--- config.mk ---
export PLATFORM = sky130hd
export DESIGN_NAME = touch_coordinate_calibrator_flat
export DESIGN_NICKNAME = d
export VERILOG_FILES = /design/src/design/tcc_pkg.sv /design/src/design/tcc_in_if.sv /design/src/design/tcc_out_if.sv /design/src/design/touch_coordinate_calibrator.sv /design/src/design/tcc_div_step.sv /design/src/flat_wrapper.sv
export VERILOG_INCLUDE_DIRS = /design/src /design/src/design
export SDC_FILE = /design/constraint.sdc
export NUM_CORES = 1
export LEC_CHECK = 0
export BUFFER_PORTS_ARGS = -buffer_cell sky130_fd_sc_hd__buf_4
export CORE_MARGIN = 4
export CORE_UTILIZATION = 43
export DETAILED_ROUTE_END_ITERATION = 12
export GPL_TIMING_DRIVEN = 0
export PLACE_DENSITY_LB_ADDON = 0.05
export SLEW_MARGIN = 30
export SYNTH_ARGS = -nofsm -noshare
export SYNTH_HDL_FRONTEND = slang
export SYNTH_HIERARCHICAL = 1
export SYNTH_SLANG_ARGS = --single-unit
--- constraint.sdc ---
create_clock -name clk_i -period 6 [get_ports clk_i]
set_clock_uncertainty 0.15 [all_clocks]
set_input_delay 0.3 -clock clk_i [delete_from_list [all_inputs] [get_ports clk_i]]
set_output_delay 0.3 -clock clk_i [all_outputs]
set_load 0.1 [all_outputs]
--- src/design/touch_coordinate_calibrator_defines.svh ---
// Assertion macros shared by the touch coordinate calibrator RTL.
// Needs clk_i and rst_ni in the scope where a macro is used.
`ifndef TOUCH_COORDINATE_CALIBRATOR_DEFINES_SVH
`define TOUCH_COORDINATE_CALIBRATOR_DEFINES_SVH

`ifndef SYNTHESIS
// Clocked check, off while reset is asserted
`define TCC_ASSERT(name, prop) \
  name: assert property (@(posedge clk_i) disable iff (!rst_ni) prop) \
    else $error("%m: check failed");
// Clocked check that also holds during reset
`define TCC_ASSERT_ALWAYS(name, prop) \
  name: assert property (@(posedge clk_i) prop) \
    else $error("%m: check failed");
`else
`define TCC_ASSERT(name, prop)
`define TCC_ASSERT_ALWAYS(name, prop)
`endif

`endif

--- src/design/tcc_pkg.sv ---
// Shared widths, defaults and register codes of the touch coordinate calibrator.
// Used by the channel interfaces and the top level.
package tcc_pkg;

  localparam int RAW_W   = 13;
  localparam int OFS_W   = 9;
  localparam int COORD_W = 9;
  localparam int BYTE_W  = 8;
  localparam int IDX_W   = 3;

  localparam int DEF_SCREEN_WIDTH  = 480;
  localparam int DEF_SCREEN_HEIGHT = 320;

  localparam logic [RAW_W-1:0] RAW_MIN_RESET = 13'd0;
  localparam logic [RAW_W-1:0] RAW_MAX_RESET = 13'd4095;
  localparam logic [OFS_W-1:0] OFS_RESET     = 9'd0;

  // Configuration register indexes
  typedef enum logic [IDX_W-1:0] {
    REG_HORIZ_MIN = 3'd0,
    REG_HORIZ_MAX = 3'd1,
    REG_VERT_MIN  = 3'd2,
    REG_VERT_MAX  = 3'd3,
    REG_HORIZ_OFS = 3'd4,
    REG_VERT_OFS  = 3'd5
  } cfg_reg_e;

  // Axis codes of the command field
  localparam logic AXIS_HORIZ = 1'b0;
  localparam logic AXIS_VERT  = 1'b1;

endpackage

--- src/design/tcc_in_if.sv ---
// Input channel of the calibrator: axis command and the two converter bytes.
// Depends on tcc_pkg for field widths.
interface tcc_in_if import tcc_pkg::*; ();
  logic              valid;
  logic              ready;
  logic              command;
  logic [BYTE_W-1:0] high_byte;
  logic [BYTE_W-1:0] low_byte;

  modport source (output valid, command, high_byte, low_byte, input ready);
  modport sink   (input valid, command, high_byte, low_byte, output ready);
endinterface

--- src/design/tcc_out_if.sv ---
// Output channel of the calibrator: raw reading, pixel coordinate, axis echo.
// Depends on tcc_pkg for field widths.
interface tcc_out_if import tcc_pkg::*; ();
  logic               valid;
  logic               ready;
  logic [RAW_W-1:0]   raw_reading;
  logic [COORD_W-1:0] screen_coord;
  logic               axis_done;

  modport source (output valid, raw_reading, screen_coord, axis_done, input ready);
  modport sink   (input valid, raw_reading, screen_coord, axis_done, output ready);
endinterface

--- src/design/touch_coordinate_calibrator.sv ---
// Touch coordinate calibrator. Each item carries an axis command and the two
// bytes read back from a resistive touch converter; the block forms the 13-bit
// raw reading, clamps it to the axis window, scales it to the screen span,
// mirrors it, adds the signed axis offset and clamps to the screen. One item
// enters per cycle when the output side keeps up. The stages are one window
// stage, one multiply stage, one restoring divider stage per quotient bit,
// where SW = clog2(max(SCREEN_WIDTH, SCREEN_HEIGHT)+1) is the width of the
// quotient, and one offset/clamp stage. Every stage holds its
// item while the stage after it is full and stalled, so bubbles close up and
// the input stays ready while a finished result waits, until every stage
// holds an item. Configuration writes take effect on the next item and must
// be made while the pipeline is empty.
// Depends on tcc_pkg, tcc_in_if, tcc_out_if and tcc_div_step.
`include "touch_coordinate_calibrator_defines.svh"

module touch_coordinate_calibrator import tcc_pkg::*; #(
  parameter int SCREEN_WIDTH  = DEF_SCREEN_WIDTH,
  parameter int SCREEN_HEIGHT = DEF_SCREEN_HEIGHT
) (
  input  logic             clk_i,
  input  logic             rst_ni,
  input  logic             cfg_we_i,
  input  logic [IDX_W-1:0] cfg_index_i,
  input  logic [RAW_W-1:0] cfg_data_i,
  tcc_in_if.sink           in_i,
  tcc_out_if.source        out_o
);

  localparam int SPAN_MAX = (SCREEN_WIDTH > SCREEN_HEIGHT) ? SCREEN_WIDTH : SCREEN_HEIGHT;
  localparam int SW       = $clog2(SPAN_MAX + 1);
  localparam int PW       = RAW_W + SW;
  localparam int CW       = (SW + 2 > OFS_W + 1) ? SW + 2 : OFS_W + 1;
  localparam int N        = SW + 3;
  localparam int DIV_LAST = N - 2;

  localparam logic [SW-1:0] SPAN_H = SW'(SCREEN_WIDTH);
  localparam logic [SW-1:0] SPAN_V = SW'(SCREEN_HEIGHT);

  typedef struct packed {
    logic               cmd;
    logic [RAW_W-1:0]   raw;
    logic [SW-1:0]      span;
    logic [OFS_W-1:0]   ofs;
    logic [RAW_W-1:0]   den;
    logic [PW-1:0]      rem;
    logic [SW-1:0]      quo;
    logic [COORD_W-1:0] coord;
  } stage_t;

  // Configuration registers
  logic [RAW_W-1:0] horiz_min_q, horiz_max_q, vert_min_q, vert_max_q;
  logic [OFS_W-1:0] horiz_ofs_q, vert_ofs_q;

  always_ff @(posedge clk_i or negedge rst_ni) begin
    if (!rst_ni) begin
      horiz_min_q <= RAW_MIN_RESET;
      horiz_max_q <= RAW_MAX_RESET;
      vert_min_q  <= RAW_MIN_RESET;
      vert_max_q  <= RAW_MAX_RESET;
      horiz_ofs_q <= OFS_RESET;
      vert_ofs_q  <= OFS_RESET;
    end else if (cfg_we_i) begin
      case (cfg_reg_e'(cfg_index_i))
        REG_HORIZ_MIN: horiz_min_q <= cfg_data_i;
        REG_HORIZ_MAX: horiz_max_q <= cfg_data_i;
        REG_VERT_MIN:  vert_min_q  <= cfg_data_i;
        REG_VERT_MAX:  vert_max_q  <= cfg_data_i;
        REG_HORIZ_OFS: horiz_ofs_q <= cfg_data_i[OFS_W-1:0];
        REG_VERT_OFS:  vert_ofs_q  <= cfg_data_i[OFS_W-1:0];
        default: ;
      endcase
    end
  end

  // Pipeline valid bits and stall chain
  logic [N-1:0] valid_q;
  logic [N:0]   adv;
  logic [N-1:0] vin;
  stage_t       stage_d [N];
  stage_t       stage_q [N];

  always_comb begin
    adv[N] = out_o.ready;
    for (int k = N - 1; k >= 0; k--) begin
      adv[k] = !valid_q[k] || adv[k+1];
    end
  end

  assign vin = {valid_q[N-2:0], in_i.valid};

  always_ff @(posedge clk_i or negedge rst_ni) begin
    if (!rst_ni) begin
      valid_q <= '0;
    end else begin
      for (int k = 0; k < N; k++) begin
        if (adv[k]) begin
          valid_q[k] <= vin[k];
        end
      end
    end
  end

  // Stage logic and payload registers
  for (genvar k = 0; k < N; k++) begin : g_stage
    if (k == 0) begin : g_window
      logic [RAW_W-1:0] raw, win_lo, win_hi, clamped;
      always_comb begin
        raw     = {in_i.high_byte, in_i.low_byte[BYTE_W-1:3]};
        win_lo  = (in_i.command == AXIS_VERT) ? vert_min_q : horiz_min_q;
        win_hi  = (in_i.command == AXIS_VERT) ? vert_max_q : horiz_max_q;
        clamped = raw;
        if (raw < win_lo) begin
          clamped = win_lo;
        end else if (raw > win_hi) begin
          clamped = win_hi;
        end
        stage_d[k].cmd   = in_i.command;
        stage_d[k].raw   = raw;
        stage_d[k].span  = (in_i.command == AXIS_VERT) ? SPAN_V : SPAN_H;
        stage_d[k].ofs   = (in_i.command == AXIS_VERT) ? vert_ofs_q : horiz_ofs_q;
        stage_d[k].quo   = '0;
        stage_d[k].coord = '0;
        // Empty window: zero over one gives a scaled value of zero
        if (win_hi <= win_lo) begin
          stage_d[k].rem = '0;
          stage_d[k].den = RAW_W'(1);
        end else begin
          stage_d[k].rem = PW'(clamped - win_lo);
          stage_d[k].den = win_hi - win_lo;
        end
      end
    end else if (k == 1) begin : g_mult
      always_comb begin
        stage_d[k]     = stage_q[k-1];
        stage_d[k].rem = {{SW{1'b0}}, stage_q[k-1].rem[RAW_W-1:0]}
                       * {{RAW_W{1'b0}}, stage_q[k-1].span};
      end
    end else if (k <= DIV_LAST) begin : g_div
      logic [PW-1:0] rem_nx;
      logic [SW-1:0] quo_nx;
      tcc_div_step #(
        .PW    (PW),
        .DW    (RAW_W),
        .QW    (SW),
        .SHIFT (DIV_LAST - k)
      ) u_step (
        .rem_i (stage_q[k-1].rem),
        .den_i (stage_q[k-1].den),
        .q_i   (stage_q[k-1].quo),
        .rem_o (rem_nx),
        .q_o   (quo_nx)
      );
      always_comb begin
        stage_d[k]     = stage_q[k-1];
        stage_d[k].rem = rem_nx;
        stage_d[k].quo = quo_nx;
      end
    end else begin : g_final
      logic signed [CW-1:0] sum, span_s;
      logic        [CW-1:0] res;
      always_comb begin
        span_s = signed'(CW'(stage_q[k-1].span));
        // Mirror, shift by the offset, clamp to the screen
        sum = span_s - signed'(CW'(stage_q[k-1].quo))
            + signed'({{(CW-OFS_W){stage_q[k-1].ofs[OFS_W-1]}}, stage_q[k-1].ofs});
        if (sum < 0) begin
          res = '0;
        end else if (sum >= span_s) begin
          res = unsigned'(span_s) - CW'(1);
        end else begin
          res = unsigned'(sum);
        end
        stage_d[k]       = stage_q[k-1];
        stage_d[k].coord = res[COORD_W-1:0];
      end
    end

    always_ff @(posedge clk_i) begin
      if (adv[k] && vin[k]) begin
        stage_q[k] <= stage_d[k];
      end
    end
  end

  // Ports
  assign in_i.ready         = adv[0];
  assign out_o.valid        = valid_q[N-1];
  assign out_o.raw_reading  = stage_q[N-1].raw;
  assign out_o.screen_coord = stage_q[N-1].coord;
  assign out_o.axis_done    = stage_q[N-1].cmd;

  // An accepted item lands in the window stage
  `TCC_ASSERT(a_accept_lands, (in_i.valid && in_i.ready) |=> valid_q[0])
  // A full window stage that cannot move keeps its item
  `TCC_ASSERT(a_front_holds, (valid_q[0] && !adv[1]) |=> valid_q[0])
  // The divider leaves a remainder below the divisor
  `TCC_ASSERT(a_rem_below_den,
    valid_q[DIV_LAST] |-> (stage_q[DIV_LAST].rem < PW'(stage_q[DIV_LAST].den)))
  // Coordinates stay on the screen when the field can hold the span
  `TCC_ASSERT(a_coord_on_screen,
    out_o.valid |-> ((SW > COORD_W) ||
      (out_o.axis_done ? (int'(out_o.screen_coord) < SCREEN_HEIGHT)
                       : (int'(out_o.screen_coord) < SCREEN_WIDTH))))
  // No item is valid anywhere right after reset
  `TCC_ASSERT_ALWAYS(a_reset_empty, !rst_ni |=> (valid_q == '0) || rst_ni)

endmodule

--- src/design/tcc_div_step.sv ---
// One step of the restoring divider: settles a single quotient bit.
// Stand-alone; widths and bit position come from the parent.
module tcc_div_step #(
  parameter int PW    = 26,
  parameter int DW    = 13,
  parameter int QW    = 13,
  parameter int SHIFT = 0
) (
  input  logic [PW-1:0] rem_i,
  input  logic [DW-1:0] den_i,
  input  logic [QW-1:0] q_i,
  output logic [PW-1:0] rem_o,
  output logic [QW-1:0] q_o
);

  logic [PW-1:0] trial;

  // Line the divisor up with this quotient bit
  assign trial = PW'(den_i) << SHIFT;

  // Subtract when it fits and set the bit
  always_comb begin
    rem_o = rem_i;
    q_o   = q_i;
    if (rem_i >= trial) begin
      rem_o        = rem_i - trial;
      q_o[SHIFT]   = 1'b1;
    end
  end

endmodule

--- src/flat_wrapper.sv ---
// flat-port wrapper written by rule: the top's interface ports become plain ports
module touch_coordinate_calibrator_flat import tcc_pkg::*;
#(
  parameter int SCREEN_WIDTH  = DEF_SCREEN_WIDTH,
  parameter int SCREEN_HEIGHT = DEF_SCREEN_HEIGHT
)
  (clk_i, rst_ni, cfg_we_i, cfg_index_i, cfg_data_i, in_i_valid, in_i_command, in_i_high_byte, in_i_low_byte, in_i_ready, out_o_valid, out_o_raw_reading, out_o_screen_coord, out_o_axis_done, out_o_ready);
  tcc_in_if in_i_i ();
  tcc_out_if out_o_i ();
  input  logic clk_i;
  input  logic rst_ni;
  input  logic cfg_we_i;
  input  logic [IDX_W-1:0] cfg_index_i;
  input  logic [RAW_W-1:0] cfg_data_i;
  input wire logic [$bits(in_i_i.valid)-1:0] in_i_valid;
  input wire logic [$bits(in_i_i.command)-1:0] in_i_command;
  input wire logic [$bits(in_i_i.high_byte)-1:0] in_i_high_byte;
  input wire logic [$bits(in_i_i.low_byte)-1:0] in_i_low_byte;
  output wire logic [$bits(in_i_i.ready)-1:0] in_i_ready;
  output wire logic [$bits(out_o_i.valid)-1:0] out_o_valid;
  output wire logic [$bits(out_o_i.raw_reading)-1:0] out_o_raw_reading;
  output wire logic [$bits(out_o_i.screen_coord)-1:0] out_o_screen_coord;
  output wire logic [$bits(out_o_i.axis_done)-1:0] out_o_axis_done;
  input wire logic [$bits(out_o_i.ready)-1:0] out_o_ready;
  assign in_i_i.valid = in_i_valid;
  assign in_i_i.command = in_i_command;
  assign in_i_i.high_byte = in_i_high_byte;
  assign in_i_i.low_byte = in_i_low_byte;
  assign in_i_ready = in_i_i.ready;
  assign out_o_valid = out_o_i.valid;
  assign out_o_raw_reading = out_o_i.raw_reading;
  assign out_o_screen_coord = out_o_i.screen_coord;
  assign out_o_axis_done = out_o_i.axis_done;
  assign out_o_i.ready = out_o_ready;
  touch_coordinate_calibrator #(.SCREEN_WIDTH(SCREEN_WIDTH), .SCREEN_HEIGHT(SCREEN_HEIGHT)) u_core (.clk_i(clk_i), .rst_ni(rst_ni), .cfg_we_i(cfg_we_i), .cfg_index_i(cfg_index_i), .cfg_data_i(cfg_data_i), .in_i(in_i_i), .out_o(out_o_i));
endmodule
After elaboration in Yosys (flattened, before gate mapping) --
Memory sizes are Yosys's and may differ from the RTL's. Index checks and enable logic that the tools add are counted.
Storage, ports and cells: RAM bits 1020, output and inout bits 25, input bits 38, bits in read-only memories 0, bits in registers 82, bits in latches 0, memories kept 1
Operators by class: reduce and logical (&&, ||, !) cells 43, magnitude comparators 14, multipliers 1, shift operators 0, add/sub/neg operators 14, bitwise operators 0, eq/ne operators 5, multiplexer cells 51, div/mod/pow operators 0
Memory list:
- u_core.stage_q | depth 12, bits a word 85, rd ports 12, clocked after memory_dff 0, write ports 12, RTL line touch_coordinate_calibrator.sv:80 | stage_t stage_q [N];
Operator list (count):
- 22-bit two-way mux | 9
- 13-bit two-way mux | 4
- 35-bit two-way mux | 1
- 1-bit two-way mux | 33
- 9-bit two-way mux | 3
- 22-bit by 13-bit >= comparator with 1-bit output | 1
- 22-bit by 14-bit >= comparator with 1-bit output | 1
- 22-bit by 15-bit >= comparator with 1-bit output | 1
- 22-bit by 16-bit >= comparator with 1-bit output | 1
- 22-bit by 17-bit >= comparator with 1-bit output | 1
- 22-bit by 18-bit >= comparator with 1-bit output | 1
- 22-bit by 19-bit >= comparator with 1-bit output | 1
- 22-bit by 20-bit >= comparator with 1-bit output | 1
- 22-bit by 21-bit >= comparator with 1-bit output | 1
- 13-bit by 9-bit multiplier with 22-bit output | 1
- 22-bit by 13-bit subtractor with 22-bit output | 1
- 22-bit by 14-bit subtractor with 22-bit output | 1
- 22-bit by 15-bit subtractor with 22-bit output | 1
- 22-bit by 16-bit subtractor with 22-bit output | 1
- 22-bit by 17-bit subtractor with 22-bit output | 1
- 22-bit by 18-bit subtractor with 22-bit output | 1
- 22-bit by 19-bit subtractor with 22-bit output | 1
- 22-bit by 20-bit subtractor with 22-bit output | 1
- 22-bit by 21-bit subtractor with 22-bit output | 1
- other kinds (19) | 59

Longest topological paths before layout --
Gate-level depths: netlist (run 1).
depth after elaboration 16, mapped depth 23

Hierarchy --
The synthesis (run 1) kept the hierarchy.
By module, submodules not included:
- touch_coordinate_calibrator | times used 1, area each 29274.3 um^2, cells each 1534
- tcc_div_step (u_core.g_stage[10].g_div.u_step) | times used 1, area each 1204.9 um^2, cells each 176
- tcc_div_step (u_core.g_stage[5].g_div.u_step) | times used 1, area each 1202.4 um^2, cells each 166
- tcc_div_step (u_core.g_stage[6].g_div.u_step) | times used 1, area each 1168.6 um^2, cells each 160
- tcc_div_step (u_core.g_stage[2].g_div.u_step) | times used 1, area each 1162.4 um^2, cells each 159
- tcc_div_step (u_core.g_stage[9].g_div.u_step) | times used 1, area each 1143.6 um^2, cells each 176
- tcc_div_step (u_core.g_stage[8].g_div.u_step) | times used 1, area each 1109.8 um^2, cells each 161
- tcc_div_step (u_core.g_stage[4].g_div.u_step) | times used 1, area each 1091.0 um^2, cells each 146
- tcc_div_step (u_core.g_stage[7].g_div.u_step) | times used 1, area each 1068.5 um^2, cells each 149
- tcc_div_step (u_core.g_stage[3].g_div.u_step) | times used 1, area each 935.9 um^2, cells each 138

Worst setup path before layout (run 1) --
Ideal clock, no wire load.
path kind input to register, start point in in_i_command, end point mem u_core/stage_q[0][30] (netlist name), data pin, buffers on the path 4, cell stages on the path 22, arrival 4.832 ns, slack 0.757 ns, cells stage by stage buf_6 -> clkbuf_1 -> buf_2 -> mux2i_1 -> ha_1 -> a21o_1 -> a211o_1 -> or3_1 -> o21ai_1 -> nor2_1 -> clkbuf_1 -> o21ai_0 -> ha_1 -> inv_1 -> fa_1 -> a211o_1 -> a21oi_1 -> o31ai_1 -> a221o_1 -> a31oi_1 -> or3_1 -> a21oi_2
RTL lines:
- start: declaration | RTL line flat_wrapper.sv:16 | input wire logic [$bits(in_i_i.command)-1:0] in_i_command;
- end: declaration | RTL line touch_coordinate_calibrator.sv:80

==> results.txt, run 1 <==
Once placement finished, the instance area stood at 41100 sq um. Data on the critical path is required at its endpoint by 6310 ps. Top achievable clock speed: 0.183 GHz. In this run, CTS created clock tree buffers numbering 87. Of all nets on the critical path, the largest fanout is 18. Setup repair after global routing left no endpoint under its margin. The final design area excluding fillers came out at 44300 sq um.

The completed layout was analyzed and its total power is 24.7 mW. The floorplan step defined a die boundary enclosing 94800 sq um. In this run the standard cell core region covers 88800 sq um. The setup path with the least slack is of type input pin to flop. Post-CTS timing repair inserted 0 buffers for setup. The number of buffers between clock root and the deepest sink was 3; the leakage power was 17.3 nW.

Each instance of the synthesized netlist takes up on average 13.5 sq um. Summing all multi-input logic gate instances after layout gives 13500 sq um. The worst supply voltage drop on vdd came out at 0.650 mV. The antenna cell count is 0.

The worst pin sits at a relative slew slack of 29.0%. For the final antenna-violating net count, the log shows 0. TritonCTS built the clock tree. The overall die height is 308 um, and the post-detailed-routing wire length is 80100 um. After layout, the worst path uses 90.8% of the clock period. The number of DRC markers in iteration 0 was 1195. The net count of the finished layout is 3371. The tools report the final-report setup violation count as 0.

The tools report the number of standard cells in the layout, taps in and fillers out as 4305. The post-detailed-route wirelength per cell was 18.6 um; the CTS sink count was 786. The iteration count of the initial detailed-routing pass is 5, and the reg2reg setup slack is 570 ps. Clock latency on the worst-skew pair, taken at its later pin, is 640 ps. The run gives 0.891 as the global placement routability congestion.

Post-CTS repair changed the size of 0 cells. The initial antenna violation count was 0; the fraction of layout cells with a size suffix above 1 was 19.9%. In the routed layout, each cell is associated on average with a via count of 5.16.

The critical path data arrival time is 5760 ps, and the depth of the worst register-to-register path is 20. The startpoint class of the critical path was an input pin. The tools report the worst slack at placement as -704 ps. The run gives 128000 um as the wire length of the first global-routing pass. The total power divided by cell area is 557 nW/um^2, and the met2 wire length is 41300 um.

The logs give 109 for the number of cell rows and 61100 um for the estimated wirelength of the detail-placed design. The H-tree level count was 3. In this run the clock root is driven by a clkbuf_16. Summing all flip-flop and latch instances after layout gives 23200 sq um. The endpoint identified for the worst register-to-register timing path is u_core/stage_q[0][30]$_SDFFCE_PP0P_.

Total I/O pin count: 63. The filler cells instantiated in the layout total 7566. The min-delay analysis places its worst path in the category input pin to async pin. The tools report the cell count after synthesis as 2855.

After clock tree synthesis, the clock-pin slew on the worst setup and hold paths is 60 ps. After detailed routing, the number of remaining DRC violations is 0. Placed cell count: 4113. The highest metal layer carrying signal wires in the routed design is met4. The total of warnings raised by yosys is 6.

At the end of the flow the core is filled with cells to 49.9%. Minimum clock period: 5450 ps. The slew at the pin closest to its max-slew limit is 1050 ps. Compared with the post-synthesis result, the final layout area differs by 14.7%. Wire segments on met3 add up to 2370 um in the final route. The worst setup path is captured at a flop. The flow ran to the end, and the final reports show no timing, DRC or antenna violations. Entering global routing, the biggest net connects 83 pins. The detailed router put a total of 33000 um of wire on met1.

The total via count in the routed design was 22200; the initial cell density of the core was 43.5%. Across every metal layer, demand over resource in global routing totals 17.1%. The number of buffers inserted by port buffering was 59; the max-slew violation count was 0.

The via count of the first global-routing pass is 23200, and the number of maximum-capacitance violations is 0. The die is 308 um wide. For the sum of overflow across all layers after global routing, the log shows 0. Across all setup checks in the final design, the least slack found is 549 ps.

The startpoint identified for the worst register-to-register timing path is u_core/vert_min_q[1]$_DFFE_PN0P_. The logs give 0 for the final-report hold violation count and 38700 sq um for the summed instance area of the synthesized netlist.
how the worst max path moves through the flow:
stage,start,cells past startpoint,end,slack [ps]
after floorplan,in_i_command,22,u_core/stage_q[0][30]$_SDFFCE_PP0P_,760
after global placement,in_i_command,23,u_core/stage_q[0][30]$_SDFFCE_PP0P_,-600
after detailed placement,in_i_command,23,u_core/stage_q[0][30]$_SDFFCE_PP0P_,-700
final,in_i_command,22,u_core/stage_q[0][30]$_SDFFCE_PP0P_,550
after global routing,in_i_command,22,u_core/stage_q[0][30]$_SDFFCE_PP0P_,190
after CTS,in_i_command,22,u_core/stage_q[0][30]$_SDFFCE_PP0P_,540
routing by layer:
metal	track usage, %	up-vias
li1	-	10900
met1	20.2	10800
met2	30.8	371
met3	2.80	160
met4	7.29	0
met5	0	-
layout make-up:
class,instances,area share (%)
tap,1165,3.29
buffer,174,2.87
clock buffer,112,5.28
multi-input combinational,1700,30.4
sequential,786,52.4
clock inverter,46,1.22
inverter,212,1.79
timing repair buffer,110,2.77
critical path: stages:
cell      delay (ps)
buf_4             90
buf_6            220
buf_2            360
mux2i_1          530
ha_1             350
a21o_1           160
a211o_1          300
or3_1            300
o21ai_1          180
nor2_1           140
clkbuf_1         220
o21ai_0          300
ha_1             230
inv_1             50
fa_1             420
a211o_1          340
a21oi_1          190
o31ai_1          120
a221o_1          340
a31oi_1          220
o21ai_0          150
a21oi_2          220
timing repair:
action                                  in CTS  in global routing
endpoints found under the hold margin      156                  0
hold buffers                                35                  0
endpoints found under the setup margin       1                  0
layout by cell type (no fill, tap or decap), types with 34 or more instances in the layout:
cell type      instances
a21o_1                41
a21oi_1              145
buf_4                190
clkbuf_16             87
dfrtp_1               58
dlygate4sd3_1         35
edfxtp_1             704
fa_1                  35
ha_1                 227
inv_1                212
mux2_2               119
nand2_1              137
nand2b_1              36
nand3_1               34
nor2_1               127
nor3_1                34
o21a_1                40
o21ai_0              111
xnor2_1               83
xor2_1                51
registers in the layout, indices dropped and copies added (netlist names):
| name | flops |
|---|---|
| u_core/vert_min_q | 13 |
| u_core/valid_q | 12 |
| u_core/vert_ofs_q | 9 |
| u_core/stage_q | 704 |
| u_core/horiz_ofs_q | 9 |
| u_core/vert_max_q | 13 |
| u_core/horiz_max_q | 13 |
| u_core/horiz_min_q | 13 |
through the flow:
step                setup TNS, ps  hold WS [ps]
floorplan                       0          -146
global placement           -40800           251
detailed placement          -2790           221
CTS                             0          49.3
global route                    0          71.5
finish                          0           104
power by group:
group,switching [mW],leakage [nW],internal [mW]
Combinational,5.96,8.18,4.45
Sequential,0.825,7.77,8.21
Clock,2.12,1.39,3.12
Power figures use the tool's default switching activity.
==> run 2: changes to the inputs <==
Settings changed: SYNTH_HIERARCHICAL 1 to default.
==> run 2 against run 1 <==
- utilization up 0.12 points
- wire length shrank 12%
- combinational power decreased by 12%
- clock-buffer cell count is 9 lower
- design area shrank 11%
- non-clock buffer count decreased by 147
- worst hold slack worse by 19 ps
- largest cell class unchanged
==> results.txt, run 2 <==
Critical path data arrival time: 5770 ps (was 5760 ps). Synthesis inferred 720 register bits. The floorplan die width came out at 291 um (was 308 um). The overall die height came out at 291 um (was 308 um). The run gives 53300 um (was 61100 um) as the estimated wirelength of the detail-placed design. The most frequent standard cell in the layout excluding fill and tap cells is edfxtp_1 (unchanged).

Worst slack at placement: -922 ps (was -704 ps). The clock network latency to the later pin of the worst-skew pair was 620 ps (was 640 ps); the global routing usage on met3 was 2.53% (was 2.80%). The run gives 3 (unchanged) as the number of buffers between clock root and the deepest sink. The tools report the number of unique standard cell types used by synthesis as 84.

Most used cells in the layout excluding fill and tap cells: edfxtp_1 (638), ha_1 (224), inv_1 (218) (was edfxtp_1 (704), ha_1 (227), inv_1 (212)). The core area came out at 79300 sq um (was 88800 sq um). The total of warnings raised by yosys is 0 (was 6), and the post-detailed-route wirelength per cell is 18.4 um (was 18.6 um). Sorting the synthesized cells by area gives the leading types as edfxtp_1 (56%), ha_1 (8.1%), mux2_2 (4.6%). For the cell count after synthesis, the log shows 2506 (was 2855).

The logs give 19800 (was 22200) for the total via count in the routed design and 29.8% (was 30.8%) for the fraction of met2 tracks used by global routing. The final worst slack was 428 ps (was 549 ps); the post-synth net total was 2802. The tools report the iteration count of the initial detailed-routing pass as 4 (was 5). TritonCTS built the clock tree. The flow ran to the end, and the final reports show no timing, DRC or antenna violations.

The run gives 0 (unchanged) as the initial antenna violation count. The number of buffers added by the clock tree synthesis step was 80 (was 87). The layer with the highest usage after global routing is met2 (unchanged). The global-route usage over all layers came out at 16.6% (was 17.1%).

The initial cell density of the core came out at 43.5% (about the same). The run gives 20.4% (was 20.2%) as the met1 track demand over resource in global routing. The logs give 0.365 mV (was 0.650 mV) for the worst supply voltage drop on vdd and 113000 um (was 128000 um) for the wire length of the first global-routing pass.

The total power divided by cell area was 567 nW/um^2 (was 557 nW/um^2). The number of buffers inserted by port buffering is 59 (unchanged). The post-synthesis average cell area is 13.8 sq um (was 13.5 sq um). The tools report the root buffer cell as clkbuf_16 (unchanged). The required time of the worst setup path is 6200 ps (was 6310 ps). After synthesis, flip-flops and latches occupy 61.6% of the total area. The tools report the maximum number of pins on one net before global-route repair as 83 (unchanged). The final cycle utilization of the critical path is 92.9% (was 90.8%), and the depth of the worst register-to-register path is 20 (unchanged). The relative max-transition margin is 36.2% (was 29.0%), and the leakage power is 15.6 nW (was 17.3 nW). The tools report the global placement routability congestion as 0.865 (was 0.891).

The most instantiated library cell after synthesis is edfxtp_1. The final-report hold violation count was 0 (unchanged). The reg2reg setup slack was 560 ps (was 570 ps). The run gives 0 (unchanged) as the number of maximum-capacitance violations. The tools report the total I/O pin count as 63 (unchanged).

The register ranked first by flip-flop count was u_core.stage_q (was u_core/stage_q). The tools report the final antenna-violating net count as 0 (unchanged). Area growth from synthesis to layout: 15.0% (was 14.7%). The critical-path maximum fanout is 18 (unchanged), and the number of flip-flops under the largest register name is 638 (was 704). For the core occupancy in the finished layout, the log shows 50.1% (was 49.9%).

The worst hold path was traced through 3 stages. The final-report setup violation count is 0 (unchanged), and the slew at the pin closest to its max-slew limit is 947 ps (was 1050 ps). The element type at the critical path end was a flop (unchanged). Worst reg2reg path startpoint: u_core.vert_max_q[11]$_DFFE_PN1P_ (was u_core/vert_min_q[1]$_DFFE_PN0P_). The minimum clock period was 5570 ps (was 5450 ps). The startpoint class of the critical path was an input pin (unchanged). For the sum of overflow across all layers after global routing, the log shows 0 (unchanged). The post-detailed-routing wire length is 70300 um (was 80100 um), and the die footprint is 84800 sq um (was 94800 sq um).

The largest area contributor in the netlist was edfxtp_1. The buffer count from post-CTS setup fixing was 0 (unchanged). Kind of critical path: input pin to flop (unchanged). The total power of the final layout was 22.5 mW (was 24.7 mW); the max-slew violation count was 0 (unchanged). The clock input transition at the sequential cells of the worst setup and hold paths came out at 60 ps (about the same). The final routed DRC violation total was 0 (unchanged); the H-tree level count was 3 (unchanged). The run gives 20600 (was 23200) as the via count of the first global-routing pass. The endpoint of the most critical register-to-register path was u_core.stage_q[0][30]$_SDFFCE_PP0P_ (was u_core/stage_q[0][30]$_SDFFCE_PP0P_).

Yosys mapped a number of flops with a built-in enable equal to 638. After synthesis, the share of flip-flops with an asynchronous set or reset is 11.4%. By count the netlist is led by edfxtp_1 (638), ha_1 (224), inv_1 (218).

Fraction of layout cells with a size suffix above 1: 14.8% (was 19.9%). The tools report the top achievable clock speed as 0.179 GHz (was 0.183 GHz). Worst min-delay path startpoint: cfg_we_i.

Setup repair after global routing left no endpoint under its margin. The tools report the final net count as 2990 (was 3371). In the synthesized netlist the dominant register cell turns out to be edfxtp_1.

The ratio of routed vias to standard cells was 5.21 (was 5.16). Type of the tightest min-delay check: input pin to flop (was input pin to async pin). The summed instance area of the synthesized netlist came out at 34500 sq um (was 38700 sq um).

The CTS sink count was 720 (was 786); the number of cell rows was 103 (was 109). For hold timing, the worst endpoint is u_core.vert_max_q[2]$_DFFE_PN1P_. The number of DRC markers in iteration 0 is 839 (was 1195), and the top-area cell type share of the netlist area is 55.5%.
[run 2: logic make-up after synthesis]
group | Yosys count | share of synthesized area (%)
multiplexers | 190 | 6.04
buffers and inverters | 251 | 2.79
XOR/XNOR | 128 | 3.25
adder cells (fa/ha/maj) | 258 | 10.1
flip-flops | 720 | 61.6
AO/OA/AOI/OAI | 430 | 8.22
AND/OR/NAND/NOR | 529 | 8.03
[run 2: critical path, stage by stage]
cell and delay, ps:
buf_4 100, buf_2 410, clkbuf_2 430, mux2i_1 650, ha_1 350, o21ai_0 70
a221oi_1 130, o2111ai_1 220, a31oi_1 130, a211oi_2 550, buf_2 400, mux2i_1 240
ha_1 290, a21oi_1 300, o211ai_1 190, and3_1 200, o31a_1 300, o21ai_0 230
a2111o_1 170, nand2_1 80
[run 2: cell type report]
type	instances	area (sq um)
Antenna cell	2	5.00
Buffer	30	134
Clock buffer	103	2140
Clock inverter	45	528
Fill cell	6793	39600
Inverter	220	826
Multi-Input combinational cell	1535	12300
Sequential cell	720	21200
Tap cell	1050	1310
Timing Repair Buffer	107	1140
[run 2: worst max path at each step]
stage | start | endpoint | slack [ps]
after global routing | in_i_command | u_core.stage_q[0][30]$_SDFFCE_PP0P_ | 130
after global placement | in_i_command | u_core.stage_q[0][30]$_SDFFCE_PP0P_ | -860
after CTS | in_i_command | u_core.stage_q[0][30]$_SDFFCE_PP0P_ | 470
after detailed placement | in_i_command | u_core.stage_q[0][30]$_SDFFCE_PP0P_ | -920
after floorplan | in_i_command | u_core.stage_q[0][30]$_SDFFCE_PP0P_ | 790
final | in_i_command | u_core.stage_q[0][30]$_SDFFCE_PP0P_ | 430
[run 2: timing repair]
action,in CTS,in global routing
endpoints found under the setup margin,3,0
resized for setup,1,0
hold buffers,33,0
endpoints found under the hold margin,147,0
[run 2: per-layer routing]
| metal | share of wire [%] | vias up |
|---|---|---|
| met5 | 0 | - |
| met4 | 3.5 | 0 |
| met3 | 3.3 | 137 |
| met2 | 51 | 323 |
| met1 | 42 | 9661 |
| li1 | - | 9726 |
[run 2: stage by stage]
| step | std cells | hold WS (ps) | setup TNS [ps] | cell area [sq um] |
|---|---|---|---|---|
| floorplan | 2506 | -146 | 0 | 34500 |
| global placement | 3615 | 251 | -4590 | 36300 |
| detailed placement | 3630 | 255 | -5290 | 36700 |
| CTS | 3810 | 46.1 | 0 | 39700 |
| global route | 3810 | 89.1 | 0 | 39700 |
| finish | 3812 | 84.2 | 0 | 39700 |
[run 2: power by group]
group | internal, mW | leakage (nW) | switching [mW]
combinational | 4.00 | 7.18 | 5.19
clock | 2.97 | 1.31 | 1.96
sequential | 7.61 | 7.13 | 0.779
total | 14.6 | 15.6 | 7.93
==> run 3: changes to the inputs <==
Settings changed: PLACE_DENSITY from default to 0.59, PLACE_DENSITY_LB_ADDON 0.05 to default.
==> run 3 against run 2 <==
- sequential cell count is the same
- register-to-register slack gained 80 ps
- setup slack gained 74 ps
- final cell count shrank 0.34%
- sequential power is essentially flat
- worst hold slack gained 35 ps
- clock power shrank 10%
- wire length shrank 6.2%
- design area shrank 0.72%
- critical path type unchanged
- largest power group unchanged
- highest routed layer unchanged
==> results.txt, run 3 (synthesized netlist as in run 2, its figures left out) <==
Final-report setup violation count: 0 (unchanged). The tools report the endpoint of the worst hold-timing path as u_core.horiz_max_q[1]$_DFFE_PN1P_ (was u_core.vert_max_q[2]$_DFFE_PN1P_). The run finished with clean final reports. Setup repair after global routing left no endpoint under its margin. The logs give 3 (unchanged) for the H-tree level count and 0 (unchanged) for the initial antenna violation count. The run gives 36600 sq um (was 36700 sq um) as the placed instance area.

The tools report the antenna cell count as 0 (was 2). The type of the tightest min-delay check was input pin to flop (unchanged). The logs give 39400 sq um (was 39700 sq um) for the final design area excluding fillers and 501 ps (was 428 ps) for the final worst slack. The tools report the worst min-delay path startpoint as cfg_index_i[0] (was cfg_we_i). TritonCTS built the clock tree. The ratio of routed vias to standard cells is 5.17 (was 5.21), and the worst slack at placement is -816 ps (was -922 ps). The worst reg2reg path startpoint was u_core.vert_min_q[1]$_DFFE_PN0P_ (was u_core.vert_max_q[11]$_DFFE_PN1P_). The sum of overflow across all layers after global routing came out at 0 (unchanged). The estimated wirelength of the detail-placed design came out at 50300 um (was 53300 um). The max-slew violation count is 0 (unchanged), and the final net count is 2985 (was 2990). Most used cells in the layout excluding fill and tap cells: edfxtp_1 (638), ha_1 (224), inv_1 (218) (unchanged). The tools report the placed cell count as 3629 (was 3630). The endpoint of the most critical register-to-register path was u_core.stage_q[0][30]$_SDFFCE_PP0P_ (unchanged). The tools report the final antenna-violating net count as 0 (unchanged).

The number of flip-flops under the largest register name works out to 638 (unchanged). The floorplan die width works out to 291 um (unchanged). Minimum clock period: 5500 ps (was 5570 ps). The clock input transition at the sequential cells of the worst setup and hold paths was 60 ps (about the same); the overall die height was 291 um (unchanged). The logs give 77 (was 80) for the number of buffers added by the clock tree synthesis step and 640 ps (was 560 ps) for the reg2reg setup slack. The initial cell density of the core is 43.5% (unchanged), and the total power divided by cell area is 562 nW/um^2 (was 567 nW/um^2).

The slew at the pin closest to its max-slew limit is 887 ps (was 947 ps), and the CTS sink count is 720 (unchanged). The tools report the critical path data arrival time as 5680 ps (was 5770 ps). The area growth from synthesis to layout was 14.2% (was 15.0%). Most frequent standard cell in the layout excluding fill and tap cells: edfxtp_1 (unchanged).

The tools report the number of maximum-capacitance violations as 0 (unchanged). Top achievable clock speed: 0.182 GHz (was 0.179 GHz). The run gives 0 (unchanged) as the final routed DRC violation total. The global-route usage over all layers is 15.5% (was 16.6%). Fraction of layout cells with a size suffix above 1: 14.8% (about the same).

The run gives 0 (unchanged) as the final-report hold violation count. The root buffer cell is clkbuf_16 (unchanged). The critical-path maximum fanout came out at 18 (unchanged). The number of buffers inserted by port buffering was 59 (unchanged); the number of cells on the worst hold path was 4 (was 3).

The logs give 15.5 nW (was 15.6 nW) for the leakage power and 0.498 mV (was 0.365 mV) for the worst supply voltage drop on vdd. The tools report the number of standard cells in the layout, taps in and fillers out as 3799 (was 3812). The tools report the total power of the final layout as 22.1 mW (was 22.5 mW). For the via count of the first global-routing pass, the log shows 20200 (was 20600). The setup TNS after final layout is 0 ps (unchanged). The total I/O pin count came out at 63 (unchanged). The maximum number of pins on one net before global-route repair was 83 (unchanged); the final cycle utilization of the critical path was 91.6% (was 92.9%).

The depth of the worst register-to-register path is 17 (was 20), and the number of DRC markers in iteration 0 is 911 (was 839). Kind of critical path: input pin to flop (unchanged). The relative max-transition margin is 40.9% (was 36.2%), and the wire length of the first global-routing pass is 106000 um (was 113000 um). The logs give 84800 sq um (unchanged) for the die footprint and 103 (unchanged) for the number of cell rows. The tools report the element type at the critical path end as a flop (unchanged). The run gives 49.7% (was 50.1%) as the core occupancy in the finished layout. The startpoint class of the critical path is an input pin (unchanged). The run gives 19600 (was 19800) as the total via count in the routed design.

The run gives 3 (unchanged) as the number of buffers between clock root and the deepest sink. The register ranked first by flip-flop count is u_core.stage_q (unchanged). The buffer count from post-CTS setup fixing is 0 (unchanged). The run gives 65900 um (was 70300 um) as the post-detailed-routing wire length.

The final hold slack was 119 ps (was 84.2 ps); the iteration count of the initial detailed-routing pass was 5 (was 4). The core area was 79300 sq um (unchanged); the post-detailed-route wirelength per cell was 17.4 um (was 18.4 um). Clock network latency to the later pin of the worst-skew pair: 610 ps (was 620 ps). The logs give 6180 ps (was 6200 ps) for the required time of the worst setup path and 0.923 (was 0.865) for the global placement routability congestion.
==> run 3: changes by cell type in the layout (fill, tap and decap cells not counted), moves of 4 or more <==
cell	delta
mux2i_1	-4
clkinv_2	-4
clkinvlp_4	+7
clkinv_1	-4
inv_6	+4
bufinv_16	-9
mux2i_2	+4
==> run 3: final cells by class <==
cell class | instances | area [sq um]
fillers | 6701 | 39900
flip-flops and latches | 720 | 21200
multi-input cells | 1535 | 12400
clock buffers | 102 | 2140
well taps | 1050 | 1310
repair buffers | 105 | 1110
inverters | 220 | 826
clock inverters | 37 | 273
plain buffers | 30 | 134
==> run 3: timing repair <==
| action | 4_1_cts | 5_1_grt |
|---|---|---|
| gates resized for setup | 2 | 3 |
| hold buffers | 32 | 0 |
| setup endpoints to repair | 1 | 1 |
| endpoints found under the hold margin | 146 | 0 |
==> run 3: worst max-delay path, stage by stage <==
cell and delay [ps]:
buf_4 100, buf_2 400, clkbuf_2 450, mux2i_1 650
ha_1 370, a21o_1 160, o2111ai_1 190, a31oi_1 130
a211oi_2 590, buf_2 400, mux2i_1 230, ha_1 280
a21oi_1 260, o211ai_1 180, and3_1 200, o31a_1 290
o21ai_0 250, a2111o_1 180, nand2_1 70
==> run 3: power breakdown <==
| group | internal [mW] | switching [mW] |
|---|---|---|
| sequential | 7.61 | 0.748 |
| clock | 2.57 | 1.86 |
| combinational | 4.01 | 5.33 |
| total | 14.2 | 7.94 |
==> run 3: layer usage <==
layer	up-vias	GRT usage, %	part of all wire (%)
met3	157	2.43	3.3
met1	9383	18.9	42
met5	-	0	0
li1	9708	-	-
met4	0	5.96	3.9
met2	401	27.8	51
==> run 3: worst max path at each step <==
stage                      start                                   to  slack, ps  cells after the start
CTS                 in_i_command  u_core.stage_q[0][30]$_SDFFCE_PP0P_        160                     21
global route        in_i_command  u_core.stage_q[0][30]$_SDFFCE_PP0P_        310                     21
floorplan           in_i_command  u_core.stage_q[0][30]$_SDFFCE_PP0P_        790                     20
global placement    in_i_command  u_core.stage_q[0][30]$_SDFFCE_PP0P_       -710                     21
detailed placement  in_i_command  u_core.stage_q[0][30]$_SDFFCE_PP0P_       -820                     21
finish              in_i_command  u_core.stage_q[0][30]$_SDFFCE_PP0P_        500                     19
